## config.mk

```make
export PLATFORM = sky130hd
export DESIGN_NAME = nec_ir_pulse_decoder
export DESIGN_NICKNAME = d
export VERILOG_FILES = /design/src/nec_ir_pkg.sv /design/src/nec_ir_pulse_decoder.sv
export SDC_FILE = /design/constraint.sdc
export NUM_CORES = 1
export LEC_CHECK = 0
export BUFFER_PORTS_ARGS = -buffer_cell sky130_fd_sc_hd__buf_4
export CAP_MARGIN = 20
export CELL_PAD_IN_SITES_DETAIL_PLACEMENT = 2
export CELL_PAD_IN_SITES_GLOBAL_PLACEMENT = 2
export CORE_MARGIN = 3
export CORE_UTILIZATION = 35
export DETAILED_ROUTE_END_ITERATION = 8
export PLACE_DENSITY = 0.74
export SLEW_MARGIN = 20
export SYNTH_ARGS = -nofsm -noshare
export SYNTH_HDL_FRONTEND = slang
export SYNTH_SLANG_ARGS = --single-unit
```

## constraint.sdc

```tcl
create_clock -name i_clk -period 7.29 [get_ports i_clk]
set_input_delay 1.8225 -clock i_clk [delete_from_list [all_inputs] [get_ports i_clk]]
set_output_delay 1.8225 -clock i_clk [all_outputs]
set_load 0.01 [all_outputs]
```

## src/nec_ir_pkg.sv

```systemverilog
package nec_ir_pkg;

    // default sizes
    localparam int FRAME_BITS_DEF  = 32;
    localparam int COUNT_WIDTH_DEF = 16;

    // field and register widths
    localparam int TICK_US_W   = 10;
    localparam int GAP_TICKS_W = 16;
    localparam int CFG_DATA_W  = 16;
    localparam int CFG_INDEX_W = 1;
    localparam int CODE_W      = 32;
    localparam int IDX_W       = 7;

    // configuration register indexes
    localparam logic [CFG_INDEX_W-1:0] CFG_TICK_US   = 1'b0;
    localparam logic [CFG_INDEX_W-1:0] CFG_GAP_TICKS = 1'b1;

    // register reset values
    localparam int TICK_US_RST   = 50;
    localparam int GAP_TICKS_RST = 100;

    // nominal period lengths in microseconds
    localparam int NOM_HDR_MARK  = 9000;
    localparam int NOM_HDR_SPACE = 4500;
    localparam int NOM_SHORT     = 560;
    localparam int NOM_LONG      = 1690;

    // +/-25% window, inclusive: 3n <= 4d <= 5n
    localparam int HDR_MARK_LO  = (3 * NOM_HDR_MARK + 3) / 4;
    localparam int HDR_MARK_HI  = (5 * NOM_HDR_MARK) / 4;
    localparam int HDR_SPACE_LO = (3 * NOM_HDR_SPACE + 3) / 4;
    localparam int HDR_SPACE_HI = (5 * NOM_HDR_SPACE) / 4;
    localparam int SHORT_LO     = (3 * NOM_SHORT + 3) / 4;
    localparam int SHORT_HI     = (5 * NOM_SHORT) / 4;
    localparam int LONG_LO      = (3 * NOM_LONG + 3) / 4;
    localparam int LONG_HI      = (5 * NOM_LONG) / 4;

endpackage

```

## src/nec_ir_pulse_decoder.sv

```systemverilog
// NEC infrared pulse decoder. Each input transfer is either one pin sample
// (mode 0, ir_level 0 = mark, 1 = space) or a take-code request (mode 1),
// and each gives exactly one result: code_valid and code_value as they stand
// after the sample, or as they stood before the clear for a take-code.
// One item is taken every cycle unless the result side stalls; an item is
// first held in an input register, then its result in the result register.
// The processing stage holds the period duration multiply (ticks by tick_us)
// and the window compares. Frames following a decoded code are ignored until
// the code is taken. Configuration writes are taken at any time (ready is
// always high) and must only happen while no item is in flight.
module nec_ir_pulse_decoder #(
    parameter int FRAME_BITS  = nec_ir_pkg::FRAME_BITS_DEF,
    parameter int COUNT_WIDTH = nec_ir_pkg::COUNT_WIDTH_DEF
) (
    input  logic                                i_clk,
    input  logic                                i_rst_n,
    // configuration write
    input  logic                                i_cfg_valid,
    output logic                                o_cfg_ready,
    input  logic [nec_ir_pkg::CFG_INDEX_W-1:0]  i_cfg_index,
    input  logic [nec_ir_pkg::CFG_DATA_W-1:0]   i_cfg_data,
    // input items
    input  logic                                i_in_valid,
    output logic                                o_in_stall,
    input  logic                                i_mode,
    input  logic                                i_ir_level,
    // result items
    output logic                                o_out_valid,
    input  logic                                i_out_stall,
    output logic                                o_code_valid,
    output logic [nec_ir_pkg::CODE_W-1:0]       o_code_value
);
    import nec_ir_pkg::*;

    localparam int FRAME_PERIODS = 2 * FRAME_BITS + 4;
    localparam int LAST_CHECKED  = 2 * FRAME_BITS + 2;
    localparam int BIT_W         = (FRAME_BITS > 1) ? $clog2(FRAME_BITS) : 1;
    localparam int DUR_W         = COUNT_WIDTH + TICK_US_W;
    localparam int CMP_W         = (COUNT_WIDTH > GAP_TICKS_W) ? COUNT_WIDTH : GAP_TICKS_W;
    localparam logic [COUNT_WIDTH-1:0] COUNT_MAX = {COUNT_WIDTH{1'b1}};

    typedef enum logic [1:0] {
        ST_IDLE  = 2'd0,
        ST_MARK  = 2'd1,
        ST_SPACE = 2'd2
    } t_level;

    // configuration registers
    logic [TICK_US_W-1:0]   r_tick_us;
    logic [GAP_TICKS_W-1:0] r_gap_ticks;

    // input stage
    logic r_in_valid;
    logic r_mode;
    logic r_level;

    // receiver state
    t_level                  r_state,       n_state;
    logic [COUNT_WIDTH-1:0]  r_tick_count,  n_tick_count;
    logic [IDX_W-1:0]        r_period_index, n_period_index;
    logic [FRAME_BITS-1:0]   r_code_word,   n_code_word;
    logic                    r_mark_ok,     n_mark_ok;
    logic                    r_frame_bad,   n_frame_bad;
    logic                    r_code_ready,  n_code_ready;

    // result stage
    logic                    r_out_valid;
    logic                    r_res_valid,   n_res_valid;
    logic [FRAME_BITS-1:0]   r_res_code,    n_res_code;

    logic                    fire;
    logic [COUNT_WIDTH-1:0]  tick_inc;
    logic [DUR_W-1:0]        dur_us;
    logic                    win_hdr_mark;
    logic                    win_hdr_space;
    logic                    win_short;
    logic                    win_long;
    logic                    gap_reached;
    logic [IDX_W-1:0]        idx_inc;
    logic [BIT_W-1:0]        bit_sel;

    // handshake
    assign fire        = r_in_valid && (!r_out_valid || !i_out_stall);
    assign o_in_stall  = r_in_valid && !fire;
    assign o_cfg_ready = 1'b1;
    assign o_out_valid = r_out_valid;

    // saturating tick and period duration
    assign tick_inc    = (r_tick_count < COUNT_MAX) ? r_tick_count + 1'b1 : r_tick_count;
    assign dur_us      = DUR_W'(tick_inc) * DUR_W'(r_tick_us);
    assign gap_reached = CMP_W'(tick_inc) >= CMP_W'(r_gap_ticks);

    // window checks
    assign win_hdr_mark  = (dur_us >= DUR_W'(HDR_MARK_LO))  && (dur_us <= DUR_W'(HDR_MARK_HI));
    assign win_hdr_space = (dur_us >= DUR_W'(HDR_SPACE_LO)) && (dur_us <= DUR_W'(HDR_SPACE_HI));
    assign win_short     = (dur_us >= DUR_W'(SHORT_LO))     && (dur_us <= DUR_W'(SHORT_HI));
    assign win_long      = (dur_us >= DUR_W'(LONG_LO))      && (dur_us <= DUR_W'(LONG_HI));

    assign idx_inc = r_period_index + 1'b1;
    assign bit_sel = BIT_W'(r_period_index[IDX_W-1:1] - (IDX_W-1)'(2));

    // next receiver state
    always_comb begin
        logic   do_store;
        logic   do_clear;
        t_level store_next;

        do_store   = 1'b0;
        do_clear   = 1'b0;
        store_next = ST_MARK;

        n_state        = r_state;
        n_tick_count   = tick_inc;
        n_period_index = r_period_index;
        n_code_word    = r_code_word;
        n_mark_ok      = r_mark_ok;
        n_frame_bad    = r_frame_bad;
        n_code_ready   = r_code_ready;

        if (r_mode) begin
            do_clear = 1'b1;
        end else begin
            case (r_state)
                ST_MARK: begin
                    if (r_level) begin
                        do_store   = 1'b1;
                        store_next = ST_SPACE;
                    end
                end
                ST_SPACE: begin
                    if (!r_level) begin
                        do_store   = 1'b1;
                        store_next = ST_MARK;
                    end else if (gap_reached) begin
                        if (r_period_index == IDX_W'(FRAME_PERIODS) && !r_frame_bad) begin
                            n_code_ready = 1'b1;
                            n_state      = ST_IDLE;
                        end else begin
                            do_clear = 1'b1;
                        end
                    end
                end
                default: begin
                    n_state = ST_IDLE;
                    if (!r_level) begin
                        if (!gap_reached || r_code_ready) begin
                            n_tick_count = '0;
                        end else begin
                            do_store   = 1'b1;
                            store_next = ST_MARK;
                        end
                    end
                end
            endcase
        end

        // check the period that just ended
        if (do_store) begin
            if (r_period_index == IDX_W'(1)) begin
                if (!win_hdr_mark) n_frame_bad = 1'b1;
            end else if (r_period_index == IDX_W'(2)) begin
                if (!win_hdr_space) n_frame_bad = 1'b1;
            end else if (r_period_index >= IDX_W'(3) &&
                         r_period_index <= IDX_W'(LAST_CHECKED)) begin
                if (r_period_index[0]) begin
                    n_mark_ok = win_short;
                end else if (r_mark_ok && win_long) begin
                    n_code_word = r_code_word | (FRAME_BITS'(1) << bit_sel);
                end else if (!(r_mark_ok && win_short)) begin
                    n_frame_bad = 1'b1;
                end
            end

            if (idx_inc > IDX_W'(FRAME_PERIODS)) begin
                do_clear = 1'b1;
            end else begin
                n_tick_count   = '0;
                n_period_index = idx_inc;
                n_state        = store_next;
            end
        end

        // receiver restart
        if (do_clear) begin
            n_state        = ST_IDLE;
            n_tick_count   = '0;
            n_period_index = '0;
            n_code_word    = '0;
            n_mark_ok      = 1'b0;
            n_frame_bad    = 1'b0;
            n_code_ready   = 1'b0;
        end
    end

    // result: take-code shows the values before the clear
    always_comb begin
        if (r_mode) begin
            n_res_valid = r_code_ready;
            n_res_code  = r_code_ready ? r_code_word : '0;
        end else begin
            n_res_valid = n_code_ready;
            n_res_code  = n_code_ready ? n_code_word : '0;
        end
    end

    // configuration registers
    always_ff @(posedge i_clk) begin
        if (!i_rst_n) begin
            r_tick_us   <= TICK_US_W'(TICK_US_RST);
            r_gap_ticks <= GAP_TICKS_W'(GAP_TICKS_RST);
        end else if (i_cfg_valid && o_cfg_ready) begin
            case (i_cfg_index)
                CFG_TICK_US:   r_tick_us   <= i_cfg_data[TICK_US_W-1:0];
                CFG_GAP_TICKS: r_gap_ticks <= i_cfg_data[GAP_TICKS_W-1:0];
                default: ;
            endcase
        end
    end

    // input register
    always_ff @(posedge i_clk) begin
        if (!i_rst_n) begin
            r_in_valid <= 1'b0;
        end else if (!o_in_stall) begin
            r_in_valid <= i_in_valid;
        end
    end

    always_ff @(posedge i_clk) begin
        if (i_in_valid && !o_in_stall) begin
            r_mode  <= i_mode;
            r_level <= i_ir_level;
        end
    end

    // receiver state and result register
    always_ff @(posedge i_clk) begin
        if (!i_rst_n) begin
            r_state        <= ST_IDLE;
            r_tick_count   <= '0;
            r_period_index <= '0;
            r_code_word    <= '0;
            r_mark_ok      <= 1'b0;
            r_frame_bad    <= 1'b0;
            r_code_ready   <= 1'b0;
            r_out_valid    <= 1'b0;
        end else begin
            if (fire) begin
                r_state        <= n_state;
                r_tick_count   <= n_tick_count;
                r_period_index <= n_period_index;
                r_code_word    <= n_code_word;
                r_mark_ok      <= n_mark_ok;
                r_frame_bad    <= n_frame_bad;
                r_code_ready   <= n_code_ready;
                r_out_valid    <= 1'b1;
            end else if (!i_out_stall) begin
                r_out_valid    <= 1'b0;
            end
        end
    end

    always_ff @(posedge i_clk) begin
        if (fire) begin
            r_res_valid <= n_res_valid;
            r_res_code  <= n_res_code;
        end
    end

    assign o_code_valid = r_res_valid;
    assign o_code_value = CODE_W'(r_res_code);

    // period count never runs past a full frame
    a_index_bound: assert property (@(posedge i_clk) disable iff (!i_rst_n)
        r_period_index <= IDX_W'(FRAME_PERIODS))
        else $error("period index beyond frame length");

    // a waiting code parks the receiver in idle with a full frame stored
    a_ready_idle: assert property (@(posedge i_clk) disable iff (!i_rst_n)
        r_code_ready |-> (r_state == ST_IDLE && r_period_index == IDX_W'(FRAME_PERIODS)))
        else $error("code ready outside idle or with partial frame");

    // take-code restarts the receiver
    a_take_clears: assert property (@(posedge i_clk) disable iff (!i_rst_n)
        (fire && r_mode) |=> (!r_code_ready && r_period_index == '0 && r_tick_count == '0))
        else $error("take-code did not restart receiver");

    // input side only stalls on a full, stalled result register
    a_stall_cause: assert property (@(posedge i_clk) disable iff (!i_rst_n)
        o_in_stall |-> (r_in_valid && r_out_valid && i_out_stall))
        else $error("input stalled without a blocked result");

endmodule
```

-- Yosys cells after proc, flatten, opt, wreduce, memory -nomap -nowiden
Index checks and enable logic that the tools add are counted.
- bits in latches: 0
- bits in read-only memories: 0
- register bits: 123
- RAM bits: 0
- memories: 0
- reductions and logical operators: 29
- $add $sub $neg: 3
- magnitude comparators: 13
- $mul: 1
- divide/modulo/power cells: 0
- equality and inequality tests: 14
- multiplexer cells: 70
- bitwise operators: 2
- shift operators: 1
- operators by type and width (operator ; count):
    $mux W32 ; 10
    $mux W16 ; 8
    $mux W1 ; 37
    $or A32 B32 Y32 ; 1
    $shl A1 B5 Y32 const A ; 1
    $ge A26 B11 Y1 const B ; 1
    $ge A26 B12 Y1 const B ; 1
    $ge A26 B13 Y1 const B ; 1
    $ge A26 B9 Y1 const B ; 1
    $le A26 B10 Y1 const B ; 1
    $le A26 B12 Y1 const B ; 1
    $le A26 B13 Y1 const B ; 1
    $le A26 B14 Y1 const B ; 1
    $mul A16 B10 Y26 ; 1
    $mux W7 ; 3
    $mux W2 ; 10
    $add A16 B1 Y16 const B ; 1
    $ge A16 B16 Y1 ; 1
    $lt A16 B16 Y1 const B ; 1
    $ne A4 B3 Y1 const B ; 3
    $logic_and A1 B1 Y1 ; 11
    $ne A2 B1 Y1 const B ; 4
    $reduce_and A8 Y1 ; 1
    $add A7 B1 Y7 const B ; 1
    other kinds (22) ; 31

-- Logic depth before layout (Yosys ltp)
Gate-level depths: netlist of the first run.
- depth after elaboration: 15
- mapped depth: 32
- mapped depth without buffers: 28

-- Least setup slack after synthesis of the first run
No wires, ideal clock.
- path type: register to register
- start: reg r_tick_count[6]
- end: reg r_res_code[5], in the netlist o_code_value[5] (data pin)
- path slack: -551 ps
- stages on the path, launching flop included: 30
- arrival time: 7694 ps
- library setup time: 146 ps
- path through: dfxtp_1 nand4_1 or2_2 or3_1 nand2_1 nor2_1 nand2_1 xnor2_1 clkbuf_1 nand2_1 fa_1 inv_1 fa_1 fa_1 fa_1 inv_1 fa_1 inv_1 ha_1 clkbuf_1 and3_1 o2111ai_2 a311oi_1 o21ai_0 a221o_1 or4_1 nor4_1 buf_2 nand2_1 o21ai_1
- cells in the longest elaborated chain, start to end: 15
- RTL lines (element ; line ; text):
    start: declaration ; nec_ir_pulse_decoder.sv:59 ; logic [COUNT_WIDTH-1:0] r_tick_count, n_tick_count;
    start signal: assignment ; nec_ir_pulse_decoder.sv:250 ; r_tick_count <= n_tick_count;
    $add A16 B1 Y16 / $lt A16 B16 Y1 (equally long branches) ; nec_ir_pulse_decoder.sv:89 ; assign tick_inc = (r_tick_count < COUNT_MAX) ? r_tick_count + 1'b1 : r_tick_count;
    $mux W16 (*) ; nec_ir_pulse_decoder.sv:89 ;
    $mul A16 B10 Y26 ; nec_ir_pulse_decoder.sv:90 ; assign dur_us = DUR_W'(tick_inc) * DUR_W'(r_tick_us);
    $ge A26 B11 Y1 / $le A26 B12 Y1 (equally long branches) ; nec_ir_pulse_decoder.sv:97 ; assign win_long = (dur_us >= DUR_W'(LONG_LO)) && (dur_us <= DUR_W'(LONG_HI));
    $logic_and A1 B1 Y1 ; nec_ir_pulse_decoder.sv:97 ;
    $logic_and A1 B1 Y1 ; nec_ir_pulse_decoder.sv:167 ; end else if (r_mark_ok && win_long) begin
    $mux W32 ; nec_ir_pulse_decoder.sv:167 ;
    $mux W32 ; nec_ir_pulse_decoder.sv:165 ; if (r_period_index[0]) begin
    $mux W32 ; nec_ir_pulse_decoder.sv:163 ; end else if (r_period_index >= IDX_W'(3) &&
    $mux W32 ; nec_ir_pulse_decoder.sv:161 ; end else if (r_period_index == IDX_W'(2)) begin
    $mux W32 ; nec_ir_pulse_decoder.sv:159 ; if (r_period_index == IDX_W'(1)) begin
    $mux W32 ; nec_ir_pulse_decoder.sv:158 ; if (do_store) begin
    $mux W32 ; nec_ir_pulse_decoder.sv:184 ; if (do_clear) begin
    $mux W32 (*) ; nec_ir_pulse_decoder.sv:202 ; n_res_code = n_code_ready ? n_code_word : '0;
    $mux W32 (*) ; nec_ir_pulse_decoder.sv:197 ; if (r_mode) begin
    named net n_res_code[5] ; nec_ir_pulse_decoder.sv:69 ; logic [FRAME_BITS-1:0] r_res_code, n_res_code;
    end signal: assignment ; nec_ir_pulse_decoder.sv:266 ; r_res_code <= n_res_code;
    end: declaration ; nec_ir_pulse_decoder.sv:69 ;
The timed path passes the listed nets; every way through them passes the cells marked *.
A chain may end at the register's enable or synchronous reset.

-- Worst setup path after layout of the first run
- start: reg r_tick_count[8]
- end: reg r_res_code[7], in the netlist o_code_value[7] (data pin)
Same word-level chain as after synthesis.

==> results.yml, run 1 <==
run_status:
  outcome: "finished with violations"
  failed_checks: "setup timing"
yosys:
  synthesis.instances: 1405
  yosys_register_bits: 123
  yosysWarningCount: 0
  dominant_register_cell_in_the_synthesized_netlist: "dfxtp_1"
  mappedNetlistArea_um2: 11900
  synth-edff-count: 35
  synth-async-reset-ratio_pct: 0
  synth.lib_cells_used.distinct: 80
  synth.yosys.seq_area_share_pct: 23.64
  synth_fp_nets: 1628
  syn-mean-instance-area_um2: 8.470
timing:
  max_clock_freq_ghz: 0.1172
  timing_hold_violations_final: 0
  max_slew_headroom_pct: 22.40
  worstMarginPinSlew_ns: 1.155
  setup_slack_ns: -1.239
  rsz0062_at_grt: "yes"
  final-max-slew-violation-count: 0
  min_period_ns: 8.529
  layout_worst_path_cycle_share_pct: 117.0
  fin_worst_skew_ns: 0.01270
  timing.setup.tns_ns: -71.73
  finalSetupViolations: 66
global_routing:
  globalRouteTotalUtil_pct: 30.84
  number_of_antenna_violations_at_the_first_check_in_global_routing: 0
  global_route.overflow_total: 0
  first_global_vias: 14090
  grt_max_degree: 47
  grt_first_pass_wirelength_um: 85550
routing:
  vias_per_cell: 5.943
  drt_iter0_drc: 809
  remaining_drc_errors: 0
  detailedRoute.firstPassIterationCount: 5
  antenna_left: 0
  vias: 12510
  total_wirelength_of_the_detailed_routed_design_um: 64000
  wl_per_cell_um: 30.40
die:
  starting_utilization_of_the_core_area_pct: 36.03
  die_area_um2: 36250
  num_io_pins: 60
  die_height_um: 190.4
  core_area_um2: 33030
  row_count: 66
  die_w_um: 190.4
setup_path:
  crit_top_cell: "fa_1"
  cp_max_fo: 5
  cp_top_family: "adder cells"
  cp_bufs_invs: 9
  critPathMaxStageDelay_ns: 0.60
  worst_ep_arrival_time_ns: 8.81
  cp-end-kind: "flip-flop"
  worst_setup_path_start_kind: "flip-flop"
  path_class: "flip-flop to flip-flop"
  crit_path_top_delay_cell: "or4_4"
  worst-endpoint-required_ns: 7.57
clocking:
  cts-hold-fix-buffers: 0
  clkSinkCount: 123
  htree_levels: 4
  clk_path_buf_depth: 2
  clk-insertion-delay-late_ns: 0.45
  cts_root_buffer: "clkbuf_16"
  clk_transition_reported_paths_ns: 0.07
  cts_tree: "built"
  numCtsBuffers: 17
placed_design:
  place_area_um2: 14140
  port_buffers: 58
  placement.setup.worst_slack_ns: -0.8430
  globalplace.congestion: 0.8613
  post-dp-hpwl_um: 34330
power_and_ir_drop:
  power.leakage_uw: 0.007168
  peakVddDrop_mv: 0.1890
  power_per_cell_area_nw_per_um2: 115.5
cells_and_area:
  finish.utilization_pct: 48.83
  area_overhead_of_the_layout_relative_to_synthesis_pct: 35.54
  final_layout_size_suffix_gt1_share_pct: 31.69
  antenna_cells: 0
  final_area_um2: 16130
  nets: 1873
job:
  cap_violations: 0
hold_path:
  hold_class: "flip-flop to flip-flop"
## tightest hold or removal path: cells and delay by family (launching register included)
kind	cells	cell delay (ns)
AOI/OAI and AO/OA	1	0.06
DFF	1	0.32
and+or+nand+nor	1	0.05
## synthesized netlist by cell type, types with 34 or more instances
| cell | count | share of area, % |
|---|---|---|
| dfxtp_1 | 88 | 15 |
| edfxtp_1 | 35 | 8.8 |
| nand3_1 | 39 | 1.6 |
| clkbuf_1 | 61 | 1.9 |
| fa_1 | 110 | 19 |
| o21ai_0 | 40 | 1.7 |
| o21ai_1 | 34 | 1.4 |
| ha_1 | 89 | 9.4 |
| and2_1 | 88 | 4.6 |
| a21oi_1 | 52 | 2.2 |
| nor2_1 | 67 | 2.1 |
| inv_1 | 145 | 4.6 |
| nand2_1 | 221 | 7.0 |
## cell families (layout without fill, tap and decap cells)
family | Yosys count | in the layout | share of synthesized area [%]
xor gates and xnor gates | 35 | 35 | 2.576
DFF | 123 | 123 | 23.64
adders and majority gates | 199 | 199 | 27.86
muxes | 2 | 2 | 0.1892
AOI/OAI and AO/OA | 281 | 281 | 16.24
buffers and inverters | 223 | 481 | 7.234
other | 1 | 1 | 0.03151
and+or+nand+nor | 541 | 541 | 22.23
## layer usage
metal | track usage, % | up-vias | part of all wire [%]
met2 | 57.45 | 542 | 52
met5 | 0 | - | 0
met3 | 4.963 | 278 | 4.6
met4 | 14.20 | 0 | 6.6
met1 | 34.29 | 6453 | 37
li1 | - | 5237 | -
## cells in the final DEF, fill, tap and decap left out, types with 17 or more instances in the layout
| cell type | count |
|---|---|
| dfxtp_1 | 77 |
| o21ai_2 | 29 |
| nand4_1 | 17 |
| nand2_1 | 206 |
| and2_1 | 81 |
| ha_1 | 76 |
| a21oi_1 | 39 |
| buf_6 | 18 |
| nor2_1 | 60 |
| a21boi_0 | 24 |
| nor3_1 | 26 |
| fa_1 | 101 |
| a22o_1 | 26 |
| edfxtp_1 | 35 |
| nand3_1 | 33 |
| o21ai_0 | 30 |
| buf_4 | 276 |
| clkbuf_16 | 17 |
| inv_1 | 133 |
## area by class of cell
class | instances | area, µm²
timing repair buffer | 303 | 2450
fill | 3476 | 16900
inverter | 146 | 548.0
multi-input combinational | 1059 | 9184
tap | 442 | 553.0
clock inverter | 13 | 120.1
sequential | 123 | 2831
clock buffer | 19 | 442.9
## stage by stage
step | hold slack, ns | power (µW) | std cells
finish | 0.4833 | 1863 | 2105
global route | 0.5093 | 1917 | 2105
CTS | 0.4729 | 1822 | 2087
detailed placement | 0.4466 | 985.2 | 2014
global placement | 0.4386 | 971.4 | 2014
floorplan | 0.4258 | 871.5 | 1405
## report_power, final
group	total [µW]	internal (µW)	switching [µW]
Combinational	264	102	162
Sequential	746	720	25.5
Clock	854	480	374
Total	1860	1300	561
## flip-flops by register name, summed over array words and instances (netlist names), 2 cells and up
name / flops
r_tick_count: 16
r_period_index: 7
r_tick_us: 10
r_state: 2
o_code_value: 32
r_gap_ticks: 16
r_code_word: 32
## worst paths after layout
path	from	end	slack [ns]	depth (start not counted)
min reg2reg	r_gap_ticks[15]	r_gap_ticks[15]	0.48	2
max reg2reg	r_tick_count[8]	o_code_value[7]	-1.24	32
min	r_gap_ticks[15]	r_gap_ticks[15]	0.48	2
max	r_tick_count[8]	o_code_value[7]	-1.24	32
## what timing repair did
action,in CTS,in global routing
setup endpoints to repair,66,66
resized for setup,145,69
setup buffers,41,20
pin swaps,102,47
gates cloned,2,0
(Power assumes the default switching activity.)
==> run 2: changes to the inputs <==
- CELL_PAD_IN_SITES_DETAIL_PLACEMENT: 2 -> unset
- CELL_PAD_IN_SITES_GLOBAL_PLACEMENT: 2 -> unset
- CORE_UTILIZATION: 35 -> 50
- PLACE_DENSITY: 0.74 -> 0.64
- clock period: 7.29 -> 8.6 ns (I/O delays scaled with it)
==> run 2 against run 1 <==
Compared with the run above: the flow now finishes without violations; critical path type unchanged; register-to-register slack improved by 1.6 ns; combinational power is 42% lower; critical endpoint is now o_code_value[13]; setup slack improved by 1.6 ns; clock power fell by 13%.
==> results.yml, run 2 (synthesis results as in run 1) <==
run_status:
  outcome: "completed"
power_and_ir_drop:
  peakVddDrop_mv: 0.1241
  power.leakage_uw: 0.005989
  power_per_cell_area_nw_per_um2: 113.3
global_routing:
  grt_first_pass_wirelength_um: 49440
  grt_max_degree: 41
  number_of_antenna_violations_at_the_first_check_in_global_routing: 0
  globalRouteTotalUtil_pct: 23.37
  global_route.overflow_total: 0
  first_global_vias: 9804
routing:
  antenna_left: 0
  detailedRoute.firstPassIterationCount: 5
  total_wirelength_of_the_detailed_routed_design_um: 29900
  vias: 9998
  vias_per_cell: 5.652
  wl_per_cell_um: 16.90
  drt_iter0_drc: 621
  remaining_drc_errors: 0
clocking:
  cts-hold-fix-buffers: 0
  htree_levels: 4
  clk-insertion-delay-late_ns: 0.42
  cts_tree: "built"
  clk_transition_reported_paths_ns: 0.06
  cts_root_buffer: "clkbuf_16"
  clk_path_buf_depth: 2
  numCtsBuffers: 17
  clkSinkCount: 123
placed_design:
  globalplace.congestion: 0.9021
  post-dp-hpwl_um: 22630
  port_buffers: 58
  place_area_um2: 12670
setup_path:
  worst_setup_path_start_kind: "flip-flop"
  worst_ep_arrival_time_ns: 8.47
  worst-endpoint-required_ns: 8.86
  path_class: "flip-flop to flip-flop"
  critPathMaxStageDelay_ns: 0.53
  setup.reg_to_reg.worst_slack_ns: 0.39
  cp-end-kind: "flip-flop"
  crit_path_top_delay_cell: "fa_1"
  cp_max_fo: 11
cells_and_area:
  final_layout_size_suffix_gt1_share_pct: 11.95
  area_overhead_of_the_layout_relative_to_synthesis_pct: 12.79
  multi_input_combinational_cell_area_um2: 8338
  register_cell_area_after_layout_um2: 2815
  layout_commonest_cell: "nand2_1"
  commonest_cells_after_routing_fill_and_taps_aside: "218 x nand2_1, 145 x inv_1, 110 x fa_1"
  layout_fillers: 2154
  antenna_cells: 0
  nets: 1666
  finish.utilization_pct: 58.39
  final_area_um2: 13420
timing:
  max_clock_freq_ghz: 0.1218
  layout_worst_path_cycle_share_pct: 95.47
  timing.setup.tns_ns: 0
  worstMarginPinSlew_ns: 0.7482
  min_period_ns: 8.211
  timing_hold_violations_final: 0
  finalSetupViolations: 0
  fin_worst_skew_ns: 0.01176
  final-max-slew-violation-count: 0
  max_slew_headroom_pct: 50.05
die:
  die_area_um2: 25690
  num_io_pins: 60
  die_w_um: 160.3
  core_area_um2: 22980
  die_height_um: 160.3
  starting_utilization_of_the_core_area_pct: 51.77
  row_count: 55
job:
  cap_violations: 0
hold_path:
  hold_class: "flip-flop to flip-flop"
[run 2: worst paths after layout]
kind / start / cells after the start / endpoint
setup / recovery: r_tick_count[8] / 30 / o_code_value[13]
hold / removal: r_code_word[14] / 2 / r_code_word[14]
setup reg to reg: r_tick_count[8] / 30 / o_code_value[13]
hold reg to reg: r_code_word[14] / 2 / r_code_word[14]
[run 2: cell type report]
type                       count  share of cell area, %
clock buffer                  17                  3.170
inverter                     146                  4.083
clock inverter                15                  1.324
multi-input combinational   1059                  62.12
tap                          313                  2.918
timing repair buffer          96                  5.407
sequential                   123                  20.98
[run 2: what timing repair did]
action	in CTS	in global routing
endpoints found under the hold margin	0	0
endpoints found under the setup margin	0	65
setup buffers	0	4
gates resized for setup	0	24
[run 2: metrics by stage]
step           std cells  power (µW)  hold WS [ns]  worst slack, ns
3_5_place_dp        1732       791.6        0.4426           0.1867
3_3_place_gp        1732       790.7        0.4378           0.3221
6_report            1769        1521        0.4486           0.3892
5_1_grt             1769        1578        0.4807        -0.002482
4_1_cts             1764        1533        0.4526           0.1586
2_1_floorplan       1405       736.9        0.4258           0.7593
[run 2: report_power, final]
| part | switching (µW) | internal (µW) |
|---|---|---|
| combinational | 93.0 | 59.2 |
| clock | 302 | 439 |
| sequential | 17.6 | 611 |
| total | 412 | 1110 |
[run 2: worst max-delay path, delay by kind of cell (launching register included)]
family	cells	cell delay, ns
AOI/OAI and AO/OA	3	0.70
xor gates and xnor gates	2	0.30
adders and majority gates	6	2.93
buffers and inverters	7	0.65
and+or+nand+nor	12	3.04
DFF	1	0.42
[run 2: metal layers]
metal	track usage (%)	share of wire, %	vias to the layer above
met2	38.97	48	259
met5	0	0	-
met1	31.99	46	4868
li1	-	-	4837
met4	6.272	1.8	0
met3	3.372	4.6	34
